<file path="src/rtl/fba_pkg.sv">
// ----------------------------------------------------------------------------
// fba_pkg
// Shared constants, operation codes and controller/datapath interface types
// for the file block allocator.
// ----------------------------------------------------------------------------
package fba_pkg;

  localparam int unsigned FILES_DEF      = 16;
  localparam int unsigned DEVICES_DEF    = 4;
  localparam int unsigned BLOCKS_DEF     = 64;
  localparam int unsigned PAGE_BYTES_DEF = 256;

  localparam int unsigned OP_W      = 3;
  localparam int unsigned SLOT_W    = 4;
  localparam int unsigned POS_W     = 14;
  localparam int unsigned PAGE_W    = 10;
  localparam int unsigned DEV_OUT_W = 2;
  localparam int unsigned BLK_OUT_W = 6;
  localparam int unsigned LEN_W     = POS_W + 1;
  localparam int unsigned OC_W      = 8;

  localparam logic [OC_W-1:0] OPEN_MAX = 8'd255;

  localparam logic [OP_W-1:0] OP_CREATE = 3'd0;
  localparam logic [OP_W-1:0] OP_OPEN   = 3'd1;
  localparam logic [OP_W-1:0] OP_CLOSE  = 3'd2;
  localparam logic [OP_W-1:0] OP_READ   = 3'd3;
  localparam logic [OP_W-1:0] OP_WRITE  = 3'd4;

  // controller to datapath
  typedef struct packed {
    logic load;
    logic scan_init;
    logic slot_inc;
    logic create_fail;
    logic dev_init;
    logic dev_step;
    logic create;
    logic do_open;
    logic do_close;
    logic alloc_init;
    logic alloc_step;
    logic wr_commit;
    logic map_take;
    logic rel_step;
    logic rel_commit;
    logic emit;
  } fba_cmd_t;

  // datapath to controller
  typedef struct packed {
    logic is_create;
    logic is_open;
    logic is_close;
    logic is_read;
    logic is_write;
    logic live;
    logic close_frees;
    logic slot_free;
    logic slot_last;
    logic dev_last;
    logic rd_ok;
    logic wr_ok;
    logic need_zero;
    logic alloc_last;
    logic rel_done;
    logic out_free;
  } fba_stat_t;

endpackage

</file>
<file path="src/rtl/fba_ctrl.sv">
// ----------------------------------------------------------------------------
// fba_ctrl
// Controller: sequences one operation at a time through the datapath.
// ----------------------------------------------------------------------------
module fba_ctrl import fba_pkg::*; (
  input  logic      clk_i,
  input  logic      rst_ni,
  input  logic      in_valid_i,
  output logic      in_ready_o,
  input  fba_stat_t stat_i,
  output fba_cmd_t  cmd_o
);

  localparam logic [3:0] S_IDLE   = 4'd0;
  localparam logic [3:0] S_DISP   = 4'd1;
  localparam logic [3:0] S_SLOT   = 4'd2;
  localparam logic [3:0] S_DEVSC  = 4'd3;
  localparam logic [3:0] S_CREATE = 4'd4;
  localparam logic [3:0] S_CHECK  = 4'd6;
  localparam logic [3:0] S_ALLOC  = 4'd7;
  localparam logic [3:0] S_WRFIN  = 4'd8;
  localparam logic [3:0] S_MAPRD  = 4'd9;
  localparam logic [3:0] S_REL    = 4'd10;
  localparam logic [3:0] S_DONE   = 4'd11;

  logic [3:0] state_q;
  logic [3:0] state_d;

  assign in_ready_o = state_q == S_IDLE;

  always_comb begin
    state_d = state_q;
    cmd_o   = '0;
    case (state_q)
      S_IDLE: begin
        if (in_valid_i) begin
          cmd_o.load = 1'b1;
          state_d    = S_DISP;
        end
      end
      S_DISP: begin
        if (stat_i.is_create) begin
          cmd_o.scan_init = 1'b1;
          state_d         = S_SLOT;
        end else if (stat_i.live && stat_i.is_open) begin
          cmd_o.do_open = 1'b1;
          state_d       = S_DONE;
        end else if (stat_i.live && stat_i.is_close) begin
          cmd_o.do_close = 1'b1;
          state_d        = stat_i.close_frees ? S_REL : S_DONE;
        end else if (stat_i.live && (stat_i.is_read || stat_i.is_write)) begin
          state_d = S_CHECK;
        end else begin
          state_d = S_DONE;
        end
      end
      S_SLOT: begin
        if (stat_i.slot_free) begin
          cmd_o.dev_init = 1'b1;
          state_d        = S_DEVSC;
        end else if (stat_i.slot_last) begin
          cmd_o.create_fail = 1'b1;
          state_d           = S_DONE;
        end else begin
          cmd_o.slot_inc = 1'b1;
        end
      end
      S_DEVSC: begin
        cmd_o.dev_step = 1'b1;
        if (stat_i.dev_last) begin
          state_d = S_CREATE;
        end
      end
      S_CREATE: begin
        cmd_o.create = 1'b1;
        state_d      = S_DONE;
      end
      S_CHECK: begin
        if (stat_i.is_read) begin
          state_d = stat_i.rd_ok ? S_MAPRD : S_DONE;
        end else if (!stat_i.wr_ok) begin
          state_d = S_DONE;
        end else if (stat_i.need_zero) begin
          state_d = S_WRFIN;
        end else begin
          cmd_o.alloc_init = 1'b1;
          state_d          = S_ALLOC;
        end
      end
      S_ALLOC: begin
        cmd_o.alloc_step = 1'b1;
        if (stat_i.alloc_last) begin
          state_d = S_WRFIN;
        end
      end
      S_WRFIN: begin
        cmd_o.wr_commit = 1'b1;
        state_d         = S_MAPRD;
      end
      S_MAPRD: begin
        cmd_o.map_take = 1'b1;
        state_d        = S_DONE;
      end
      S_REL: begin
        cmd_o.rel_step = 1'b1;
        if (stat_i.rel_done) begin
          cmd_o.rel_commit = 1'b1;
          state_d          = S_DONE;
        end
      end
      S_DONE: begin
        if (stat_i.out_free) begin
          cmd_o.emit = 1'b1;
          state_d    = S_IDLE;
        end
      end
      default: begin
        state_d = S_IDLE;
      end
    endcase
  end

  always_ff @(posedge clk_i or negedge rst_ni) begin
    if (!rst_ni) begin
      state_q <= S_IDLE;
    end else begin
      state_q <= state_d;
    end
  end

  // a result only moves into the output register once it is free
  a_emit_free: assert property (@(posedge clk_i) disable iff (!rst_ni)
    cmd_o.emit |-> stat_i.out_free)
    else $error("result emitted over a pending one");

  // an allocation start in the check state always leads into the sweep
  a_alloc_need: assert property (@(posedge clk_i) disable iff (!rst_ni)
    (state_q == S_CHECK && cmd_o.alloc_init) |=> (state_q == S_ALLOC))
    else $error("allocation did not start");

endmodule

</file>
<file path="config.mk">
export PLATFORM = sky130hd
export DESIGN_NAME = fba_ctrl
export DESIGN_NICKNAME = d
export VERILOG_FILES = /design/src/rtl/fba_pkg.sv /design/src/rtl/fba_ctrl.sv
export SDC_FILE = /design/constraint.sdc
export NUM_CORES = 1
export LEC_CHECK = 0
export ABC_AREA = 1
export BUFFER_PORTS_ARGS = -buffer_cell sky130_fd_sc_hd__buf_4
export CORE_MARGIN = 2
export CORE_UTILIZATION = 38
export DETAILED_ROUTE_END_ITERATION = 6
export PLACE_DENSITY = 0.82
export REMOVE_ABC_BUFFERS = 1
export SYNTH_ARGS = -nofsm -noshare
export SYNTH_HDL_FRONTEND = slang
export SYNTH_SLANG_ARGS = --single-unit
</file>
<file path="constraint.sdc">
create_clock -name clk_i -period 1.05 [get_ports clk_i]
set_input_delay 0.0525 -clock clk_i [delete_from_list [all_inputs] [get_ports clk_i]]
set_output_delay 0.0525 -clock clk_i [all_outputs]
set_load 0.005 [all_outputs]
</file>
==> results of run 1 <==
cell type report:
cell class	count	area (um2)	share of cell area
inverters	22	87.6	0.0656
clock buffers	3	22.5	0.0169
well taps	16	20.0	0.0150
multi-input cells	86	553	0.414
repair buffers	66	547	0.410
flip-flops and latches	4	105	0.0787
power by group through the flow:
stage | registers, uW | logic, uW | clock network [uW]
finish | 428 | 2970 | 190
detailed placement | 368 | 1800 | 0
CTS | 361 | 2170 | 204
global route | 427 | 3090 | 215
global placement | 357 | 1750 | 0
floorplan | 338 | 1010 | 0
logic make-up (layout without fill, tap and decap cells):
| group | after synthesis | in the layout | share of synthesized area |
|---|---|---|---|
| compound gates | 3 | 3 | 0.0252 |
| buf+inv | 22 | 91 | 0.139 |
| flops | 4 | 4 | 0.168 |
| simple gates | 83 | 83 | 0.668 |
per-stage QoR:
| step | power (uW) | setup TNS (ns) | std cells | util |
|---|---|---|---|---|
| final | 3580 | -8.27 | 197 | 0.897 |
| after global routing | 3730 | -9.11 | 197 | 0.897 |
| after CTS | 2730 | -6.44 | 193 | 0.785 |
| after detailed placement | 2170 | -2.71 | 180 | 0.676 |
| after global placement | 2110 | -1.88 | 180 | 0.676 |
| after floorplan | 1350 | -0.573 | 112 | - |
how the worst max path moves through the flow:
| stage | to | from | depth (start not counted) |
|---|---|---|---|
| finish | state_q[3]$_DFFE_PN0P_ | state_q[3]$_DFFE_PN0P_ | 9 |
| global route | cmd_o[7] | state_q[0]$_DFFE_PN0P_ | 7 |
| CTS | cmd_o[7] | state_q[2]$_DFFE_PN0P_ | 6 |
| detailed placement | state_q[1]$_DFFE_PN0P_ | state_q[0]$_DFFE_PN0P_ | 8 |
| global placement | cmd_o[7] | state_q[0]$_DFFE_PN0P_ | 7 |
| floorplan | state_q[0]$_DFFE_PN0P_ | state_q[1]$_DFFE_PN0P_ | 8 |
layer usage:
layer / wire length, um / vias up
li1: - / 483
met1: 1250 / 495
met2: 1840 / 96
met3: 352 / 30
met4: 239 / 0
met5: 0 / -
layout by cell type, fill, tap and decap left out, types with 3 or more instances in the layout:
| cell | n |
|---|---|
| nor3_2 | 3 |
| nor2_2 | 6 |
| inv_1 | 15 |
| nor2_1 | 12 |
| dfrtp_2 | 4 |
| buf_6 | 13 |
| clkbuf_4 | 3 |
| nand2_2 | 11 |
| nand3_1 | 7 |
| inv_2 | 5 |
| nand2_1 | 25 |
| buf_4 | 52 |
| nor2_4 | 9 |
what timing repair did:
action                                  in CTS  in global routing
pin swaps                                    6                 11
endpoints found under the setup margin      21                 21
buffers inserted                             9                  4
hold buffers                                 1                  0
gates resized for setup                     16                 39
endpoints found under the hold margin        4                  0
==> run_results.csv, run 1 <==
group,metric,value,unit
logic_synthesis,synth_top_area_share,0.195,
sta,period_share,1.45,
logic_synthesis,ys_types,17,
clock_tree,cts_made_buffers,3,
sta,tightest_slew,0.281,ns
logic_synthesis,synthFlopType,"dfrtp_1",
sta,max_freq,659,MHz
die,die_w,43.6,um
routing,wirelength,3680,um
logic_synthesis,synth_cells,112,
die,die_y,43.6,um
power,p_clk_frac,0.053,
clock_tree,clock-sinks,4,
critical_path,timing.rr.start,"state_q[3]$_DFFE_PN0P_",
run_status,status,"finished, violations left",
final_layout,diodes,0,
critical_path,r2r_slack,-0.47,ns
critical_path,path_buf_inv,2,
clock_tree,clockBufferDepth,2,
sta,rsz0062_at_grt,"true",
final_layout,final_area,1340,um2
worst_hold_path,min_path_type,"input port to asynchronous set/reset pin",
power,switching_share,0.526,
logic_synthesis,synth.most_common_cell,"nand2_1",
sta,finalWorstSetupSlack,-0.468,ns
grt,grt_pass1_vias,999,
clock_tree,worstSkewPairLatency,0.23,ns
power,power.switching,1880,uW
critical_path,crit_path_top_delay_cell,"dfrtp_2",
power,comb_power_share,0.828,
final_layout,largest_register,"state_q",
routing,drtIter0Drc,57,
clock_tree,tritoncts,"built",
critical_path,endpoint_kind,"flip-flop",
placed_design,placed_area,1010,um2
logic_synthesis,yosys.area.top_type,"nand2_1",
power,power_leakage,0.000741,uW
sta,finalSetupViolations,21,
logic_synthesis,synth.cell_area,596,um2
routing,ant_nets,0,
grt,met1_usage,0.299,
logic_synthesis,synth_area_leaders,"nand2_1 (20%), dfrtp_1 (17%), nor2_1 (13%), inv_1 (11%), nand2_2 (8.4%)",
sta,slew_headroom,0.812,
die,row_count,14,
critical_path,cp.arrival,1.63,ns
final_layout,area_growth,124,%
logic_synthesis,synth_edf_count,0,
routing,viasPerCell,5.60,
die,dieArea,1900,um2
routing,first_pass_iters,4,
critical_path,slowest_delay,0.43,ns
sta,maxSlewViolCount,0,
logic_synthesis,postSynth.asyncResetShare,1.00,
power,p_per_area,2680,nW/um2
routing,drc,0,
logic_synthesis,ys_warn_count,0,
power,internal_power,1700,uW
sta,period_minus_slack,1.52,ns
critical_path,crit_family,"simple AND/OR/NAND/NOR gates",
sta,timing.hold.ws,0.164,ns
die,start_util,0.400,
grt,met2_usage,0.509,
power,vdd_drop_max,0.00208,V
critical_path,required,1.16,ns
clock_tree,cts.htree.levels,1,
grt,grt-ovfl-total,0,
grt,grt_pass1_wl,4110,um
critical_path,critical_path_class,"flip-flop to flip-flop",
run_status,violations,"negative setup slack",
placed_design,hpwl,1630,um
job,max-cap-violations,0,
critical_path,r2r-end,"state_q[3]$_DFFE_PN0P_",
logic_synthesis,syn_area_per_cell,5.32,um2
grt,gr-usage-met3,0.0708,
logic_synthesis,yosysSeqAreaShare,0.168,
sta,skew,0.00549,ns
placed_design,gp_congestion,0.845,
final_layout,largest_reg_flops,4,
critical_path,path_cells,"buf_4 -> buf_6 -> nor2_4 -> nand2_2 -> nand3_1 -> nor2_1 -> nand3_1 -> nand2_1 -> nand2_1",
logic_synthesis,synth-seq-cells,4,
placed_design,io_buffers,35,
placed_design,dp_slack,-0.281,ns
die,core-area,1490,um2
logic_synthesis,synth_common_cells,"nand2_1 (31), nor2_1 (20), inv_1 (18)",
critical_path,path_max_fanout,4,
final_layout,fin_nets,202,
grt,antenna_found_initial,0,
grt,grt_start_max_net_pins,6,
sta,finalHoldViolCount,0,
critical_path,reg2regPathDepth,9,
die,num_io_pins,36,
critical_path,critPathLaunchType,"flip-flop",
final_layout,reg_top3,"state_q (4)",
clock_tree,cts_root_buf,"clkbuf_4",
routing,num_vias,1104,
power,power_frac_seq,0.119,
grt,grt_usage,0.297,
clock_tree,clk_pin_slew,0.04,ns
final_layout,fillers,75,
grt,grt_most_used_layer,"met2",
final_layout,drive_above_1_share,0.646,
routing,wire_per_inst,18.7,um
Note: power is estimated with default switching activity, not from simulation.
==> run 2: changes to the inputs <==
--- a/config.mk
+++ b/config.mk
@@ -10,8 +10,10 @@
 export CORE_MARGIN = 2
 export CORE_UTILIZATION = 38
 export DETAILED_ROUTE_END_ITERATION = 6
-export PLACE_DENSITY = 0.82
+export GPL_TIMING_DRIVEN = 0
+export PLACE_DENSITY = 0.84
 export REMOVE_ABC_BUFFERS = 1
+export SETUP_SLACK_MARGIN = 0.02
 export SYNTH_ARGS = -nofsm -noshare
 export SYNTH_HDL_FRONTEND = slang
 export SYNTH_SLANG_ARGS = --single-unit
==> run 2 against run 1 <==
  * The flow still finishes with violations (negative setup slack)
  * Cell area is 12% lower
  * Wire length down 24%
  * Register-to-register slack worse by 0.03 ns
  * Sequential share of layout area grew 1.1 points
  * Sequential power fell by 8.2%
  * Setup slack got worse by 0.034 ns
  * Critical endpoint unchanged
==> run_results.csv, run 2 (same netlist as run 1, synthesis figures left out) <==
group,metric,value,unit
grt,grt_start_max_net_pins,7,
critical_path,cpMostUsedCell,"nand2_1",
routing,viasPerCell,5.38,
final_layout,layout_commonest_cell,"buf_4",
critical_path,r2r_slack,-0.50,ns
die,num_io_pins,36,
clock_tree,cts.htree.levels,1,
sta,skew,0.00246,ns
clock_tree,tritoncts,"built",
routing,ant_nets,0,
clock_tree,cts_root_buf,"clkbuf_4",
power,p_per_area,2690,nW/um2
sta,max_freq,644,MHz
grt,antenna_found_initial,0,
final_layout,diodes,0,
sta,timing.hold.ws,0.104,ns
sta,tightest_slew,0.243,ns
worst_hold_path,worstHoldStart,"stat_i[2]",
grt,grt_most_used_layer,"met2",
die,row_count,14,
placed_design,placed_area,878,um2
sta,finalWorstSetupSlack,-0.502,ns
clock_tree,clk_pin_slew,0.04,ns
sta,rsz0062_at_grt,"true",
final_layout,largest_register,"state_q",
final_layout,layout_common_cells,"buf_4 (46), nand2_1 (28), inv_1 (16)",
routing,drtIter0Drc,27,
clock_tree,clock-sinks,4,
sta,maxSlewViolCount,0,
power,vdd_drop_max,0.00190,V
grt,met1_usage,0.308,
clock_tree,worstSkewPairLatency,0.23,ns
worst_hold_path,min_path_type,"input port to flip-flop",
grt,grt_usage,0.280,
die,core-area,1490,um2
die,die_y,43.6,um
critical_path,timing.rr.start,"state_q[1]$_DFFE_PN0P_",
critical_path,path_max_fanout,5,
critical_path,critPathLaunchType,"flip-flop",
sta,tns,-6.57,ns
critical_path,crit_family,"simple AND/OR/NAND/NOR gates",
job,max-cap-violations,0,
critical_path,r2r-end,"state_q[3]$_DFFE_PN0P_",
routing,first_pass_iters,4,
critical_path,crit_path_top_delay_cell,"dfrtp_2",
final_layout,fillers,93,
routing,wire_per_inst,15.6,um
critical_path,reg2regPathDepth,10,
sta,period_share,1.48,
final_layout,drive_above_1_share,0.613,
critical_path,required,1.16,ns
final_layout,largest_reg_flops,4,
placed_design,io_buffers,35,
final_layout,fin_nets,184,
final_layout,final_area,1170,um2
critical_path,cp.arrival,1.66,ns
final_layout,reg_top3,"state_q (4)",
routing,num_vias,963,
run_status,violations,"negative setup slack",
power,power_leakage,0.000673,uW
run_status,status,"finished, violations left",
placed_design,gp_congestion,0.827,
critical_path,path_cells,"buf_4 -> inv_2 -> nor2_4 -> buf_4 -> nand2_1 -> nor2_1 -> nor2_1 -> nand3_2 -> nand2_1 -> nand2_1",
sta,finalHoldViolCount,0,
routing,drc,0,
critical_path,endpoint_kind,"flip-flop",
clock_tree,clockBufferDepth,2,
critical_path,slowest_delay,0.45,ns
sta,period_minus_slack,1.55,ns
worst_hold_path,min_to,"state_q[2]$_DFFE_PN0P_",
die,die_w,43.6,um
sta,finalSetupViolations,21,
grt,gr-usage-met3,0.0667,
worst_hold_path,hold_depth,4,
critical_path,critical_path_class,"flip-flop to flip-flop",
grt,grt_pass1_wl,4020,um
grt,grt-ovfl-total,0,
grt,grt_pass1_vias,976,
critical_path,path_buf_inv,3,
placed_design,hpwl,1440,um
sta,slew_headroom,0.838,
final_layout,area_growth,96.8,%
die,start_util,0.400,
routing,wirelength,2790,um
die,dieArea,1900,um2
grt,met2_usage,0.471,
clock_tree,cts_made_buffers,3,
power,p_total,3150,uW
## run 2: cell count changes in the layout (fill, tap and decap cells not counted), moves of 3 or more
cell | previous run | this run
nand3_2 | 2 | 6
buf_4 | 52 | 46
nand2_1 | 25 | 28
nand3_1 | 7 | 4
buf_6 | 13 | 1
nor2_4 | 9 | 12
nand2_2 | 11 | 7
nor2_1 | 12 | 9
## run 2: layout make-up
type,count,area (um2),area share
repair buffers,48,367,0.313
multi-input cells,86,573,0.489
well taps,16,20.0,0.0171
clock buffers,3,22.5,0.0192
flip-flops and latches,4,105,0.0896
inverters,22,85.1,0.0726
## run 2: worst max path at each step
stage	from	endpoint	slack [ns]	cells past startpoint
global placement	state_q[3]$_DFFE_PN0P_	cmd_o[7]	-0.28	6
CTS	state_q[2]$_DFFE_PN0P_	cmd_o[7]	-0.36	6
finish	state_q[1]$_DFFE_PN0P_	state_q[3]$_DFFE_PN0P_	-0.50	10
floorplan	state_q[1]$_DFFE_PN0P_	state_q[0]$_DFFE_PN0P_	-0.12	8
detailed placement	state_q[3]$_DFFE_PN0P_	cmd_o[7]	-0.34	6
global route	state_q[1]$_DFFE_PN0P_	state_q[3]$_DFFE_PN0P_	-0.56	10
## run 2: timing repair
item / 4_1_cts / 5_1_grt
gates resized for setup: 29 / 17
hold buffers: 1 / 0
hold endpoints to repair: 4 / 0
pin swaps: 11 / 4
setup endpoints to repair: 21 / 21
buffers inserted: 9 / 3
## run 2: metal layers
layer  up-vias  share of wire
met5         -              0
met1       460           0.37
met2        46           0.54
met3        17          0.056
met4         0          0.036
li1        440              -
## run 2: worst reg2reg max path, stage by stage, from the launching register on
cell	delay (ns)
dfrtp_2	0.45
buf_4	0.18
inv_2	0.06
nor2_4	0.06
buf_4	0.13
nand2_1	0.08
nor2_1	0.05
nor2_1	0.17
nand3_2	0.11
nand2_1	0.08
nand2_1	0.06
## run 2: per-stage QoR
stage / setup WS [ns] / util / cells
2_1_floorplan: -0.123 / - / 112
3_3_place_gp: -0.285 / 0.590 / 163
3_5_place_dp: -0.336 / 0.590 / 163
4_1_cts: -0.358 / 0.730 / 176
5_1_grt: -0.564 / 0.787 / 179
6_report: -0.502 / 0.787 / 179
## run 2: power by group
group,total [uW],switching (uW),internal (uW)
Combinational,2570,1540,1030
Sequential,393,139,254
Clock,185,57.6,127
==> run 3: changes to the inputs <==
--- a/config.mk
+++ b/config.mk
@@ -10,7 +10,7 @@
 export CORE_MARGIN = 2
 export CORE_UTILIZATION = 38
 export DETAILED_ROUTE_END_ITERATION = 6
-export GPL_TIMING_DRIVEN = 0
+export HOLD_SLACK_MARGIN = 0.08
 export PLACE_DENSITY = 0.84
 export REMOVE_ABC_BUFFERS = 1
 export SETUP_SLACK_MARGIN = 0.02
==> run 3 against run 2 <==
  * The flow still finishes with violations (negative setup slack)
  * Total power rose by 11%
  * Critical path depth down 5
  * Cell area is 10% higher
  * Clock-buffer cell count is the same
  * Combinational power is 12% higher
  * Cell count increased by 10%
  * Clock power is 10% higher
  * Critical path type is now flip-flop to output port
  * Highest routed layer unchanged
==> run_results.csv, run 3 (same netlist as run 1, synthesis figures left out) <==
group,metric,value,unit
run_status,status,"finished, violations left",
run_status,violations,"negative setup slack",
power,switching_share,0.533,
power,power_frac_seq,0.117,
final_layout,reg_top3,"state_q (4)",
job,max-cap-violations,0,
clock_tree,cts.htree.levels,1,
sta,tns,-7.73,ns
grt,grt_pass1_wl,4570,um
critical_path,critPathLaunchType,"flip-flop",
power,vdd_drop_max,0.00211,V
critical_path,endpoint_kind,"output port",
final_layout,largest_register,"state_q",
final_layout,diodes,0,
die,num_io_pins,36,
routing,wirelength,3670,um
final_layout,stdcell_count,197,
routing,ant_nets,0,
final_layout,drive_above_1_share,0.669,
sta,skew,0.00255,ns
critical_path,path_max_fanout,5,
routing,wire_per_inst,18.6,um
final_layout,area_growth,117,%
clock_tree,clk_pin_slew,0.04,ns
power,p_clk_frac,0.058,
placed_design,io_buffers,35,
sta,rsz0062_at_grt,"true",
power,internal_power,1640,uW
final_layout,largest_reg_flops,4,
routing,drtIter0Drc,73,
sta,period_minus_slack,1.54,ns
placed_design,hpwl,1650,um
critical_path,required,1.00,ns
placed_design,gp_congestion,0.848,
final_layout,final_area,1290,um2
die,die_w,43.6,um
die,row_count,14,
critical_path,slowest_delay,0.45,ns
sta,finalHoldViolCount,0,
sta,finalWorstSetupSlack,-0.489,ns
routing,num_vias,1148,
sta,max_freq,650,MHz
final_layout,utilization,0.869,
power,power_leakage,0.000732,uW
power,p_per_area,2710,nW/um2
sta,period_share,1.47,
final_layout,fin_nets,202,
critical_path,cpMostUsedCell,"buf_4",
routing,drc,0,
critical_path,crit_path_top_delay_cell,"dfrtp_2",
die,core-area,1490,um2
sta,finalSetupViolations,21,
clock_tree,clockBufferDepth,2,
routing,viasPerCell,5.83,
die,die_y,43.6,um
final_layout,layout_commonest_cell,"buf_4",
grt,grt-ovfl-total,0,
sta,tightest_slew,0.224,ns
power,power.switching,1870,uW
sta,maxSlewViolCount,0,
clock_tree,cts_made_buffers,3,
final_layout,fillers,87,
power,comb_power_share,0.825,
final_layout,layout_common_cells,"buf_4 (61), nand2_1 (26), inv_1 (15)",
grt,antenna_found_initial,0,
clock_tree,tritoncts,"built",
grt,grt_pass1_vias,1062,
critical_path,cp.arrival,1.49,ns
placed_design,dp.cells,180,
die,start_util,0.400,
placed_design,placed_area,1010,um2
critical_path,critical_path_class,"flip-flop to output port",
worst_hold_path,min_path_type,"input port to asynchronous set/reset pin",
sta,slew_headroom,0.850,
clock_tree,worstSkewPairLatency,0.25,ns
grt,grt_usage,0.327,
grt,grt_start_max_net_pins,7,
clock_tree,clock-sinks,4,
die,dieArea,1900,um2
critical_path,path_cells,"inv_2 -> nand2_2 -> buf_4 -> nor3_2 -> buf_4",
power,p_total,3510,uW
clock_tree,cts_root_buf,"clkbuf_4",
routing,first_pass_iters,4,
[run 3: changes by cell type in the layout (fill, tap and decap cells not counted), sizes merged]
| cell | before | now |
|---|---|---|
| buf | 47 | 65 |
[run 3: power by group through the flow]
stage	clock (uW)	combinational, uW	sequential [uW]
after floorplan	0	1010	338
final	204	2890	410
after CTS	202	2190	365
after detailed placement	0	1840	369
after global routing	220	3010	417
after global placement	0	1770	359
[run 3: stage by stage]
stage | setup WS, ns | hold slack [ns]
after floorplan | -0.123 | -0.243
after global placement | -0.218 | -0.151
after detailed placement | -0.264 | -0.149
after CTS | -0.377 | 0.138
after global routing | -0.515 | 0.132
final | -0.489 | 0.147
[run 3: final timing paths]
path                                         from  slack, ns                     end  depth (start not counted)
min in group clk_i                      stat_i[2]       0.20  state_q[2]$_DFFE_PN0P_                          5
min                                        rst_ni       0.15  state_q[0]$_DFFE_PN0P_                          2
max reg2reg                state_q[0]$_DFFE_PN0P_      -0.42  state_q[3]$_DFFE_PN0P_                          9
max in group asynchronous                  rst_ni       0.79  state_q[2]$_DFFE_PN0P_                          2
min reg2reg                state_q[1]$_DFFE_PN0P_       0.60  state_q[1]$_DFFE_PN0P_                          2
max                        state_q[2]$_DFFE_PN0P_      -0.49               cmd_o[15]                          5
[run 3: critical path, delay by kind of cell, from the launching register on]
family / cells / cell delay, ns
simple gates: 2 / 0.34
buf+inv: 3 / 0.45
flops: 1 / 0.45
[run 3: repair_timing]
| item | 4_1_cts | 5_1_grt |
|---|---|---|
| hold endpoints to repair | 4 | 0 |
| gates resized for setup | 13 | 32 |
| buffers inserted | 8 | 5 |
| setup endpoints to repair | 21 | 21 |
| pin swaps | 8 | 4 |
| hold buffers | 1 | 0 |
[run 3: layout make-up]
| cell class | count | area, um2 | share of cell area |
|---|---|---|---|
| Sequential cell | 4 | 105 | 0.0812 |
| Timing Repair Buffer | 66 | 513 | 0.397 |
| Clock buffer | 3 | 22.5 | 0.0174 |
| Tap cell | 16 | 20.0 | 0.0155 |
| Multi-Input combinational cell | 86 | 551 | 0.426 |
| Inverter | 22 | 82.6 | 0.0638 |
[run 3: routing by layer]
| metal | wire (um) | track usage | vias up |
|---|---|---|---|
| met1 | 1310 | 0.354 | 512 |
| met5 | 0 | 0 | - |
| met4 | 259 | 0.230 | 0 |
| met3 | 350 | 0.0750 | 39 |
| li1 | - | - | 478 |
| met2 | 1760 | 0.553 | 119 |
